**config.mk**
```make
export PLATFORM = sky130hd
export DESIGN_NAME = keyword_lexer
export DESIGN_NICKNAME = d
export VERILOG_FILES = /design/src/rtl/klx_pkg.sv /design/src/rtl/klx_front.sv /design/src/rtl/klx_queue.sv /design/src/rtl/klx_back.sv /design/src/rtl/keyword_lexer.sv
export SDC_FILE = /design/constraint.sdc
export NUM_CORES = 1
export LEC_CHECK = 0
export BUFFER_PORTS_ARGS = -buffer_cell sky130_fd_sc_hd__buf_2
export CAP_MARGIN = 25
export CORE_ASPECT_RATIO = 0.9
export CORE_MARGIN = 5
export CORE_UTILIZATION = 40
export CTS_CLUSTER_DIAMETER = 200
export DETAILED_ROUTE_END_ITERATION = 8
export PLACE_DENSITY = 0.62
export SETUP_SLACK_MARGIN = 0.05
export SYNTH_ARGS = -nofsm -noshare
export SYNTH_HDL_FRONTEND = slang
export SYNTH_HIERARCHICAL = 1
export SYNTH_SLANG_ARGS = --single-unit
```
**constraint.sdc**
```tcl
create_clock -name clk -period 8.7 [get_ports clk]
set_clock_uncertainty 0.05 [all_clocks]
set_input_delay 1.74 -clock clk [delete_from_list [all_inputs] [get_ports clk]]
set_output_delay 1.74 -clock clk [all_outputs]
set_load 0.005 [all_outputs]
```
**src/rtl/klx_pkg.sv**
```systemverilog
// ----------------------------------------------------------------------------
// klx_pkg
// Types and constants shared by the keyword lexer's front end, token queue
// and back end.
// ----------------------------------------------------------------------------
package klx_pkg;

	// Lexeme limits
	localparam int MAX_LEXEME    = 32;
	localparam int KEYWORD_CHARS = 5;
	localparam int LEN_W         = $clog2(MAX_LEXEME + 1);
	localparam int OUT_LEN_W     = 6;

	// Keyword registers
	localparam int KW_W      = 40;
	localparam int KW_BYTES  = KW_W / 8;
	localparam int KW_COUNT  = 4;
	localparam int CFG_IDX_W = 3;

	localparam logic [CFG_IDX_W-1:0] REG_KW_BEGIN = 3'd0;
	localparam logic [CFG_IDX_W-1:0] REG_KW_END   = 3'd1;
	localparam logic [CFG_IDX_W-1:0] REG_KW_READ  = 3'd2;
	localparam logic [CFG_IDX_W-1:0] REG_KW_WRITE = 3'd3;

	localparam logic [KW_W-1:0] KW_BEGIN_RST = 40'h424547494E;
	localparam logic [KW_W-1:0] KW_END_RST   = 40'h454E440000;
	localparam logic [KW_W-1:0] KW_READ_RST  = 40'h5245414400;
	localparam logic [KW_W-1:0] KW_WRITE_RST = 40'h5752495445;

	// Token queue
	localparam int QDEPTH = 4;
	localparam int QPTR_W = $clog2(QDEPTH);
	localparam int QCNT_W = $clog2(QDEPTH + 1);

	// Characters with a role of their own
	localparam logic [7:0] CH_LPAREN = 8'h28;
	localparam logic [7:0] CH_RPAREN = 8'h29;
	localparam logic [7:0] CH_SEMI   = 8'h3B;
	localparam logic [7:0] CH_COMMA  = 8'h2C;
	localparam logic [7:0] CH_PLUS   = 8'h2B;
	localparam logic [7:0] CH_MINUS  = 8'h2D;
	localparam logic [7:0] CH_COLON  = 8'h3A;
	localparam logic [7:0] CH_EQUALS = 8'h3D;
	localparam logic [7:0] CH_USCORE = 8'h5F;
	localparam logic [7:0] CH_NL     = 8'h0A;
	localparam logic [7:0] CH_SPACE  = 8'h20;
	localparam logic [7:0] CH_TAB    = 8'h09;
	localparam logic [7:0] CH_CR     = 8'h0D;
	localparam logic [7:0] CH_UP_A   = 8'h41;
	localparam logic [7:0] CH_UP_Z   = 8'h5A;
	localparam logic [7:0] CH_LO_A   = 8'h61;
	localparam logic [7:0] CH_LO_Z   = 8'h7A;
	localparam logic [7:0] CH_ZERO   = 8'h30;
	localparam logic [7:0] CH_NINE   = 8'h39;
	localparam logic [7:0] CASE_GAP  = 8'h20;

	typedef enum logic [3:0] {
		TK_BEGIN  = 4'd0,
		TK_END    = 4'd1,
		TK_READ   = 4'd2,
		TK_WRITE  = 4'd3,
		TK_ID     = 4'd4,
		TK_INTLIT = 4'd5,
		TK_LPAREN = 4'd6,
		TK_RPAREN = 4'd7,
		TK_SEMI   = 4'd8,
		TK_COMMA  = 4'd9,
		TK_ASSIGN = 4'd10,
		TK_PLUS   = 4'd11,
		TK_MINUS  = 4'd12,
		TK_EOF    = 4'd13,
		TK_ERROR  = 4'd14
	} token_kind_t;

	typedef enum logic [2:0] {
		MODE_IDLE    = 3'd0,
		MODE_IDENT   = 3'd1,
		MODE_INTLIT  = 3'd2,
		MODE_COLON   = 3'd3,
		MODE_MINUS   = 3'd4,
		MODE_COMMENT = 3'd5
	} scan_mode_t;

	typedef struct packed {
		logic [7:0] ch;
		logic       end_of_input;
	} in_item_t;

	typedef struct packed {
		logic [3:0]           token_kind;
		logic [OUT_LEN_W-1:0] lexeme_length;
		logic [7:0]           bad_char;
		logic                 last_in_run;
	} out_item_t;

	// Tokens caused by one character: the first may be a word needing a
	// keyword check, the second never is.
	typedef struct packed {
		logic                          two;
		token_kind_t                   kind0;
		logic                          word0;
		logic [LEN_W-1:0]              len0;
		logic [7:0]                    bad0;
		logic [KEYWORD_CHARS-1:0][7:0] prefix;
		logic                          too_long;
		token_kind_t                   kind1;
		logic [7:0]                    bad1;
	} tok_bundle_t;

endpackage

```
**src/rtl/klx_front.sv**
```systemverilog
// ----------------------------------------------------------------------------
// klx_front
// Character scanner: takes one character per cycle unless the queue is full,
// tracks the pending token and pushes the tokens of each character as one bundle.
// ----------------------------------------------------------------------------
module klx_front import klx_pkg::*; (
	input  logic        clk,
	input  logic        arst_n,
	input  logic        src_valid,
	output logic        src_ready,
	input  in_item_t    src_item,
	input  logic        q_full,
	output logic        q_push,
	output tok_bundle_t q_data
);

	scan_mode_t                    mode_q, mode_d;
	logic [KEYWORD_CHARS-1:0][7:0] prefix_q, prefix_d;
	logic [LEN_W-1:0]              count_q, count_d;
	logic                          too_long_q, too_long_d;

	logic [7:0]  c, c_up;
	logic        eoi, accept;
	logic        is_upper, is_lower, is_alpha, is_digit, is_word, is_space;

	logic        idle_emit, idle_start;
	token_kind_t idle_kind;
	logic [7:0]  idle_bad;
	scan_mode_t  idle_mode;

	logic        t0_v, t1_v, t0_word, grow, start, use_idle;
	token_kind_t t0_kind, t1_kind;
	logic [7:0]  t0_bad, t1_bad;
	logic [LEN_W-1:0] t0_len;

	assign c   = src_item.ch;
	assign eoi = src_item.end_of_input;

	// Classify the character
	assign is_upper = (c >= CH_UP_A) && (c <= CH_UP_Z);
	assign is_lower = (c >= CH_LO_A) && (c <= CH_LO_Z);
	assign is_alpha = is_upper || is_lower;
	assign is_digit = (c >= CH_ZERO) && (c <= CH_NINE);
	assign is_word  = is_alpha || is_digit || (c == CH_USCORE);
	assign is_space = (c == CH_SPACE) || ((c >= CH_TAB) && (c <= CH_CR));
	assign c_up     = is_lower ? (c - CASE_GAP) : c;

	assign src_ready = !q_full;
	assign accept    = src_valid && src_ready;

	// Scan a character from the idle state
	always_comb begin
		idle_emit  = 1'b0;
		idle_kind  = TK_EOF;
		idle_bad   = '0;
		idle_mode  = MODE_IDLE;
		idle_start = 1'b0;
		priority if (eoi) begin
			idle_emit = 1'b1;
		end else if (is_space) begin
			idle_emit = 1'b0;
		end else if (is_alpha) begin
			idle_mode  = MODE_IDENT;
			idle_start = 1'b1;
		end else if (is_digit) begin
			idle_mode  = MODE_INTLIT;
			idle_start = 1'b1;
		end else if (c == CH_LPAREN) begin
			idle_emit = 1'b1;
			idle_kind = TK_LPAREN;
		end else if (c == CH_RPAREN) begin
			idle_emit = 1'b1;
			idle_kind = TK_RPAREN;
		end else if (c == CH_SEMI) begin
			idle_emit = 1'b1;
			idle_kind = TK_SEMI;
		end else if (c == CH_COMMA) begin
			idle_emit = 1'b1;
			idle_kind = TK_COMMA;
		end else if (c == CH_PLUS) begin
			idle_emit = 1'b1;
			idle_kind = TK_PLUS;
		end else if (c == CH_COLON) begin
			idle_mode = MODE_COLON;
		end else if (c == CH_MINUS) begin
			idle_mode = MODE_MINUS;
		end else begin
			idle_emit = 1'b1;
			idle_kind = TK_ERROR;
			idle_bad  = c;
		end
	end

	// Close or extend the pending token
	always_comb begin
		t0_v     = 1'b0;
		t0_kind  = TK_EOF;
		t0_bad   = '0;
		t0_word  = 1'b0;
		t0_len   = '0;
		t1_v     = 1'b0;
		t1_kind  = TK_EOF;
		t1_bad   = '0;
		mode_d   = mode_q;
		grow     = 1'b0;
		start    = 1'b0;
		use_idle = 1'b0;
		unique case (mode_q)
			MODE_IDENT, MODE_INTLIT: begin
				if (!eoi && is_word) begin
					grow = 1'b1;
				end else begin
					t0_v     = 1'b1;
					t0_kind  = (mode_q == MODE_INTLIT) ? TK_INTLIT : TK_ID;
					t0_word  = (mode_q == MODE_IDENT);
					t0_len   = count_q;
					use_idle = 1'b1;
				end
			end
			MODE_COLON: begin
				t0_v = 1'b1;
				if (!eoi && c == CH_EQUALS) begin
					t0_kind = TK_ASSIGN;
					mode_d  = MODE_IDLE;
				end else begin
					t0_kind  = TK_ERROR;
					t0_bad   = CH_COLON;
					use_idle = 1'b1;
				end
			end
			MODE_MINUS: begin
				if (!eoi && c == CH_MINUS) begin
					mode_d = MODE_COMMENT;
				end else begin
					t0_v     = 1'b1;
					t0_kind  = TK_MINUS;
					use_idle = 1'b1;
				end
			end
			MODE_COMMENT: begin
				if (eoi) begin
					t0_v    = 1'b1;
					t0_kind = TK_EOF;
					mode_d  = MODE_IDLE;
				end else if (c == CH_NL) begin
					mode_d = MODE_IDLE;
				end
			end
			default: begin
				t0_v    = idle_emit;
				t0_kind = idle_kind;
				t0_bad  = idle_bad;
				mode_d  = idle_mode;
				start   = idle_start;
			end
		endcase
		if (use_idle) begin
			t1_v    = idle_emit;
			t1_kind = idle_kind;
			t1_bad  = idle_bad;
			mode_d  = idle_mode;
			start   = idle_start;
		end
	end

	// Start or extend the word prefix
	always_comb begin
		prefix_d   = prefix_q;
		count_d    = count_q;
		too_long_d = too_long_q;
		if (start) begin
			prefix_d    = '0;
			prefix_d[0] = c_up;
			count_d     = LEN_W'(1);
			too_long_d  = 1'b0;
		end else if (grow) begin
			if (count_q >= LEN_W'(KEYWORD_CHARS)) begin
				too_long_d = 1'b1;
			end
			for (int i = 0; i < KEYWORD_CHARS; i++) begin
				if (count_q == LEN_W'(i)) begin
					prefix_d[i] = c_up;
				end
			end
			if (count_q < LEN_W'(MAX_LEXEME)) begin
				count_d = count_q + LEN_W'(1);
			end
		end
	end

	// Push the bundle
	assign q_push = accept && t0_v;
	always_comb begin
		q_data.two      = t0_v && t1_v;
		q_data.kind0    = t0_kind;
		q_data.word0    = t0_word;
		q_data.len0     = t0_len;
		q_data.bad0     = t0_bad;
		q_data.prefix   = prefix_q;
		q_data.too_long = too_long_q;
		q_data.kind1    = t1_kind;
		q_data.bad1     = t1_bad;
	end

	// Advance the scan state
	always_ff @(posedge clk or negedge arst_n) begin
		if (!arst_n) begin
			mode_q     <= MODE_IDLE;
			prefix_q   <= '0;
			count_q    <= '0;
			too_long_q <= 1'b0;
		end else if (accept) begin
			mode_q     <= mode_d;
			prefix_q   <= prefix_d;
			count_q    <= count_d;
			too_long_q <= too_long_d;
		end
	end

endmodule

```
**src/rtl/klx_queue.sv**
```systemverilog
// ----------------------------------------------------------------------------
// klx_queue
// Short FIFO of token bundles between the scanner and the token emitter.
// ----------------------------------------------------------------------------
module klx_queue import klx_pkg::*; (
	input  logic        clk,
	input  logic        arst_n,
	input  logic        push,
	input  tok_bundle_t push_data,
	output logic        full,
	output logic        head_valid,
	output tok_bundle_t head,
	input  logic        pop
);

	tok_bundle_t       entry_q [QDEPTH];
	logic [QPTR_W-1:0] wr_ptr_q, rd_ptr_q;
	logic [QCNT_W-1:0] count_q;
	logic              do_push, do_pop;

	assign full       = (count_q == QCNT_W'(QDEPTH));
	assign head_valid = (count_q != '0);
	assign head       = entry_q[rd_ptr_q];
	assign do_push    = push && !full;
	assign do_pop     = pop && head_valid;

	// Store incoming bundles
	always_ff @(posedge clk) begin
		if (do_push) begin
			entry_q[wr_ptr_q] <= push_data;
		end
	end

	// Advance pointers and fill level
	always_ff @(posedge clk or negedge arst_n) begin
		if (!arst_n) begin
			wr_ptr_q <= '0;
			rd_ptr_q <= '0;
			count_q  <= '0;
		end else begin
			if (do_push) begin
				wr_ptr_q <= wr_ptr_q + QPTR_W'(1);
			end
			if (do_pop) begin
				rd_ptr_q <= rd_ptr_q + QPTR_W'(1);
			end
			if (do_push && !do_pop) begin
				count_q <= count_q + QCNT_W'(1);
			end else if (do_pop && !do_push) begin
				count_q <= count_q - QCNT_W'(1);
			end
		end
	end

endmodule

```
**src/rtl/klx_back.sv**
```systemverilog
// ----------------------------------------------------------------------------
// klx_back
// Token emitter: holds the keyword registers, resolves identifiers against
// them and hands out one token per cycle, unless tok_ready stalls it, through an output register.
// ----------------------------------------------------------------------------
module klx_back import klx_pkg::*; (
	input  logic                 clk,
	input  logic                 arst_n,
	input  logic                 cfg_we,
	input  logic [CFG_IDX_W-1:0] cfg_index,
	input  logic [KW_W-1:0]      cfg_data,
	input  logic                 head_valid,
	input  tok_bundle_t          head,
	output logic                 pop,
	output logic                 tok_valid,
	input  logic                 tok_ready,
	output out_item_t            tok_item
);

	logic [KW_W-1:0]     kw_q [KW_COUNT];
	logic [KW_COUNT-1:0] kw_hit;
	logic                phase_q;
	logic                out_valid_q;
	out_item_t           out_q, out_d;
	logic                load, take;
	token_kind_t         kind0;
	logic [LEN_W-1:0]    len0;

	// Write keyword registers
	always_ff @(posedge clk or negedge arst_n) begin
		if (!arst_n) begin
			kw_q[0] <= KW_BEGIN_RST;
			kw_q[1] <= KW_END_RST;
			kw_q[2] <= KW_READ_RST;
			kw_q[3] <= KW_WRITE_RST;
		end else if (cfg_we) begin
			unique case (cfg_index)
				REG_KW_BEGIN: kw_q[0] <= cfg_data;
				REG_KW_END:   kw_q[1] <= cfg_data;
				REG_KW_READ:  kw_q[2] <= cfg_data;
				REG_KW_WRITE: kw_q[3] <= cfg_data;
				default: ;
			endcase
		end
	end

	// Compare the word prefix against every keyword, whole word only
	always_comb begin
		logic       same, any;
		logic [7:0] kb;
		for (int k = 0; k < KW_COUNT; k++) begin
			same = !head.too_long;
			any  = 1'b0;
			for (int i = 0; i < KEYWORD_CHARS; i++) begin
				if (KEYWORD_CHARS - 1 - i < KW_BYTES) begin
					kb = kw_q[k][8*(KEYWORD_CHARS-1-i) +: 8];
				end else begin
					kb = '0;
				end
				if (kb != head.prefix[i]) begin
					same = 1'b0;
				end
				if (kb != '0) begin
					any = 1'b1;
				end
			end
			kw_hit[k] = same && any;
		end
	end

	// Pick the first matching keyword
	always_comb begin
		kind0 = head.kind0;
		len0  = head.len0;
		if (head.word0) begin
			priority if (kw_hit[0]) begin
				kind0 = TK_BEGIN;
				len0  = '0;
			end else if (kw_hit[1]) begin
				kind0 = TK_END;
				len0  = '0;
			end else if (kw_hit[2]) begin
				kind0 = TK_READ;
				len0  = '0;
			end else if (kw_hit[3]) begin
				kind0 = TK_WRITE;
				len0  = '0;
			end else begin
				kind0 = head.kind0;
			end
		end
	end

	// Select the token for this phase of the bundle
	always_comb begin
		if (phase_q) begin
			out_d.token_kind    = head.kind1;
			out_d.lexeme_length = '0;
			out_d.bad_char      = head.bad1;
			out_d.last_in_run   = 1'b1;
		end else begin
			out_d.token_kind    = kind0;
			out_d.lexeme_length = OUT_LEN_W'(len0);
			out_d.bad_char      = head.bad0;
			out_d.last_in_run   = !head.two;
		end
	end

	assign load = !out_valid_q || tok_ready;
	assign take = load && head_valid;
	assign pop  = take && (phase_q || !head.two);

	// Hold the output token until taken
	always_ff @(posedge clk) begin
		if (take) begin
			out_q <= out_d;
		end
	end

	always_ff @(posedge clk or negedge arst_n) begin
		if (!arst_n) begin
			out_valid_q <= 1'b0;
			phase_q     <= 1'b0;
		end else begin
			if (load) begin
				out_valid_q <= head_valid;
			end
			if (take) begin
				phase_q <= !phase_q && head.two;
			end
		end
	end

	assign tok_valid = out_valid_q;
	assign tok_item  = out_q;

endmodule

```
**src/rtl/keyword_lexer.sv**
```systemverilog
// ----------------------------------------------------------------------------
// keyword_lexer
// Scanner for a small language: one source character in, tokens out, with
// case-insensitive whole-word keyword matching against four registers.
//
//   Channel   Direction   Handshake                Payload
//   src       in          src_valid / src_ready    in_item_t  (ch, end_of_input)
//   tok       out         tok_valid / tok_ready    out_item_t (one token)
//   cfg       in          cfg_we                   cfg_index, cfg_data
//
// One character is accepted per cycle while the queue has room; a character
// that closes a token and is itself a one-character token yields two tokens,
// which leave one after the other. A token passes a queue entry and then the
// output register. A four-bundle queue decouples the scanner from the emitter,
// so either side may stall on its own. Reset restores the keyword registers to
// BEGIN, END, READ and WRITE and leaves the scanner idle between tokens.
// ----------------------------------------------------------------------------
module keyword_lexer import klx_pkg::*; (
	input  logic                 clk,
	input  logic                 arst_n,
	input  logic                 src_valid,
	output logic                 src_ready,
	input  in_item_t             src_item,
	output logic                 tok_valid,
	input  logic                 tok_ready,
	output out_item_t            tok_item,
	input  logic                 cfg_we,
	input  logic [CFG_IDX_W-1:0] cfg_index,
	input  logic [KW_W-1:0]      cfg_data
);

	logic        q_push, q_full, q_head_valid, q_pop;
	tok_bundle_t q_push_data, q_head;

	klx_front u_front (
		.clk       (clk),
		.arst_n    (arst_n),
		.src_valid (src_valid),
		.src_ready (src_ready),
		.src_item  (src_item),
		.q_full    (q_full),
		.q_push    (q_push),
		.q_data    (q_push_data)
	);

	klx_queue u_queue (
		.clk        (clk),
		.arst_n     (arst_n),
		.push       (q_push),
		.push_data  (q_push_data),
		.full       (q_full),
		.head_valid (q_head_valid),
		.head       (q_head),
		.pop        (q_pop)
	);

	klx_back u_back (
		.clk        (clk),
		.arst_n     (arst_n),
		.cfg_we     (cfg_we),
		.cfg_index  (cfg_index),
		.cfg_data   (cfg_data),
		.head_valid (q_head_valid),
		.head       (q_head),
		.pop        (q_pop),
		.tok_valid  (tok_valid),
		.tok_ready  (tok_ready),
		.tok_item   (tok_item)
	);

endmodule
```
==> results.yml <==
outcome:
  status: "complete, no violations"
worst_setup_path:
  required_ns: 8.92
  cp.arrival_ns: 6.00
  critPathKind: "in2reg"
  crit_path_end_kind: "flop"
  crit_fanout: 47
  cp-start-kind: "input port"
sta:
  finalMaxSlewViolations: 0
  setup_viol: 0
  relSlewSlack_pct: 24.7
  rsz0062_at_grt: "no"
  worstMarginPinSlew_ns: 1.13
  fmaxAchievable_mhz: 173
  fin_crit_ns: 5.79
  hold_viol: 0
  tns_ns: 0
  fin_crit_sh_pct: 66.5
synthesis:
  ys_warn_count: 6
  synth_cell_type_count: 79
  yosys.cell_count.top_type: "edfxtp_1"
  synth_area_leader_cell: "edfxtp_1"
  synth.avg_cell_area_um2: 15.5
  ys_seq_area_share_pct: 62.7
  netlist.area_leader.share_pct: 39.3
  yosys_most_used_dff: "edfxtp_1"
  synth_edf_count: 311
  synth-seq-cells: 530
  netlist_area_um2: 23700
  ys_async_sr_fraction_pct: 41.3
  synth.area.top_cells: "edfxtp_1, dfrtp_1, mux2_2"
  synth_common_cells: "edfxtp_1, mux2_2, dfrtp_1"
  syn_nets: 1605
  syn_inst: 1535
clocking:
  cts_tree: "yes"
  numCtsBuffers: 53
  post_cts_buffers: 0
  insertion_delay_ns: 0.62
  htreeDepth: 2
  cts-root-buf: "clkbuf_16"
  cts_sinks: 530
  clk_pin_slew_worst_paths_ns: 0.06
  post_cts_resized: 0
  clockBufferDepth: 3
  cts_hold_buf: 0
layout:
  filler_cell_count: 5147
  drive_gt1_share_pct: 30.9
  multi_input_area_um2: 8460
  regArea_um2: 14900
  syn_to_final_growth_pct: 12.4
  finalNetCount: 1684
grt:
  grt_pass1_wl_um: 97800
  grt_max_degree: 136
  antenna_found_initial: 0
  grt_overflow: 0
  groute.usage.overall_pct: 20.4
  grt_pass1_vias: 14400
detailed_routing:
  viasPerCell: 5.81
  drc: 0
  routed_wl_um: 65900
  wire_per_inst_um: 27.1
  dr.pass1.iters: 5
  drtIter0Drc: 1279
  ant_nets: 0
  vias: 14200
pwr:
  comb_power_share_pct: 32.8
  switching_share_pct: 36.3
  p_per_area_nw_per_um2: 347
  finalPower_mw: 9.27
  power.switching_mw: 3.36
  ir_drop_uv: 197
  p_leak_nw: 9.69
  p_clk_share_pct: 24.8
  p_int_mw: 5.91
  power_frac_seq_pct: 42.5
placed_design:
  dp_hpwl_um: 47600
  io_buffer_count: 77
  place_congestion: 0.959
run:
  maxCapViolations: 0
worst_hold_path:
  hold_class: "reg2reg"
die:
  io_pins: 78
  core_um2: 58600
  rows: 84
  die_w_um: 267
  die_y_um: 241
  die-area_um2: 64300
  start_util_pct: 40.5
-- power groups by stage --
stage | clock, mW | combinational [mW] | sequential (mW)
final | 2.30 | 3.04 | 3.94
after global routing | 2.47 | 3.22 | 4.00
after CTS | 2.35 | 3.03 | 3.94
after detailed placement | 0 | 3.02 | 3.98
after global placement | 0 | 3.03 | 3.96
after floorplan | 0 | 2.13 | 3.72
-- state kept, by name (all words and copies together) (netlist names) --
register	cells
u_queue/wr_ptr_q	2
u_back/tok_valid	1
u_back/phase_q	1
u_queue/entry_q	292
u_front/q_data	40
u_front/too_long_q	1
u_front/mode_q	3
u_front/count_q	6
u_back/tok_item	19
u_queue/rd_ptr_q	2
u_queue/count_q	3
u_back/kw_q	160
-- cell usage in the layout (no fill, tap or decap), types with 6 or more instances in the layout --
master	synthesis	layout
nor4_1	110	110
xnor2_1	13	13
clkbuf_1	29	11
mux2_2	178	178
clkinv_1	0	7
dfstp_2	52	52
nand3_1	16	16
buf_4	4	13
xor2_1	154	154
clkinv_2	0	8
nand2b_1	12	12
buf_2	19	76
edfxtp_1	311	311
ha_1	12	12
mux2i_1	6	6
nor2b_1	7	7
mux4_2	73	73
inv_1	22	22
clkbuf_16	0	53
nor3b_2	7	7
nand4_1	29	29
a21oi_1	14	14
nor3_1	26	26
and2_1	16	12
nor2_1	52	52
dfrtp_1	167	165
a22o_1	27	27
nand2_1	33	33
o21ai_0	29	29
-- through the flow --
stage / std cells / util, % / hold slack, ns / instance area (um^2) / worst slack, ns
finish: 2435 / 45.5 / 0.432 / 26700 / 2.91
global route: 2433 / 45.5 / 0.462 / 26700 / 2.70
CTS: 2433 / 45.5 / 0.436 / 26700 / 2.99
detailed placement: 2333 / 42.5 / 0.428 / 24900 / 2.35
global placement: 2332 / 42.5 / 0.414 / 24900 / 2.51
floorplan: 1535 / - / 0.395 / 23700 / 2.71
-- metal layers --
metal	GRT usage [%]	vias to the layer above	routed length (um)
met3	3.09	106	3600
met1	30.1	7432	30300
met5	0	-	0
met4	4.95	0	1640
met2	32.0	486	30400
li1	-	6130	-
-- path summary, 6_finish.rpt --
check                                                start                               end  slack [ns]  depth (start not counted)
max                                            src_item[5]  u_queue/entry_q[3][29]$_DFFE_PP_        2.91                         10
min                         u_queue/count_q[2]$_DFFE_PN0P_    u_queue/count_q[2]$_DFFE_PN0P_        0.43                          1
max reg2reg                u_queue/rd_ptr_q[0]$_DFFE_PN0P_     u_back/tok_item[17]$_DFFE_PP_        4.15                          9
min reg2reg                 u_queue/count_q[2]$_DFFE_PN0P_    u_queue/count_q[2]$_DFFE_PN0P_        0.43                          1
max in group asynchronous                           arst_n   u_queue/rd_ptr_q[0]$_DFFE_PN0P_        6.23                          2
min in group asynchronous                           arst_n       u_back/kw_q[57]$_DFFE_PN0P_        1.08                          1
-- critical path: stages --
cell and delay [ns]:
buf_2 0.39, nand2_1 0.26, a2111oi_4 0.52, o32a_1 0.41
a31oi_1 0.21, mux2_2 0.31, a221oi_1 0.31, nor2b_1 0.51
and2_4 0.72, buf_4 0.50
-- area by class of cell --
class | count | share of cell area, %
sequential | 530 | 55.8
multi-input combinational | 916 | 31.7
clock buffer | 69 | 5.38
tap | 774 | 3.63
timing repair buffer | 91 | 1.92
clock inverter | 31 | 1.27
inverter | 22 | 0.309
antenna | 2 | 0.0187
-- cell families after synthesis --
group	after synthesis	share of synthesized area [%]
AOI/OAI and AO/OA	130	4.16
xor gates and xnor gates	167	6.16
adders and majority gates	13	0.717
buffers and inverters	89	1.89
DFF	530	62.7
muxes	257	15.6
and+or+nand+nor	349	8.77
(Power assumes the default switching activity.)
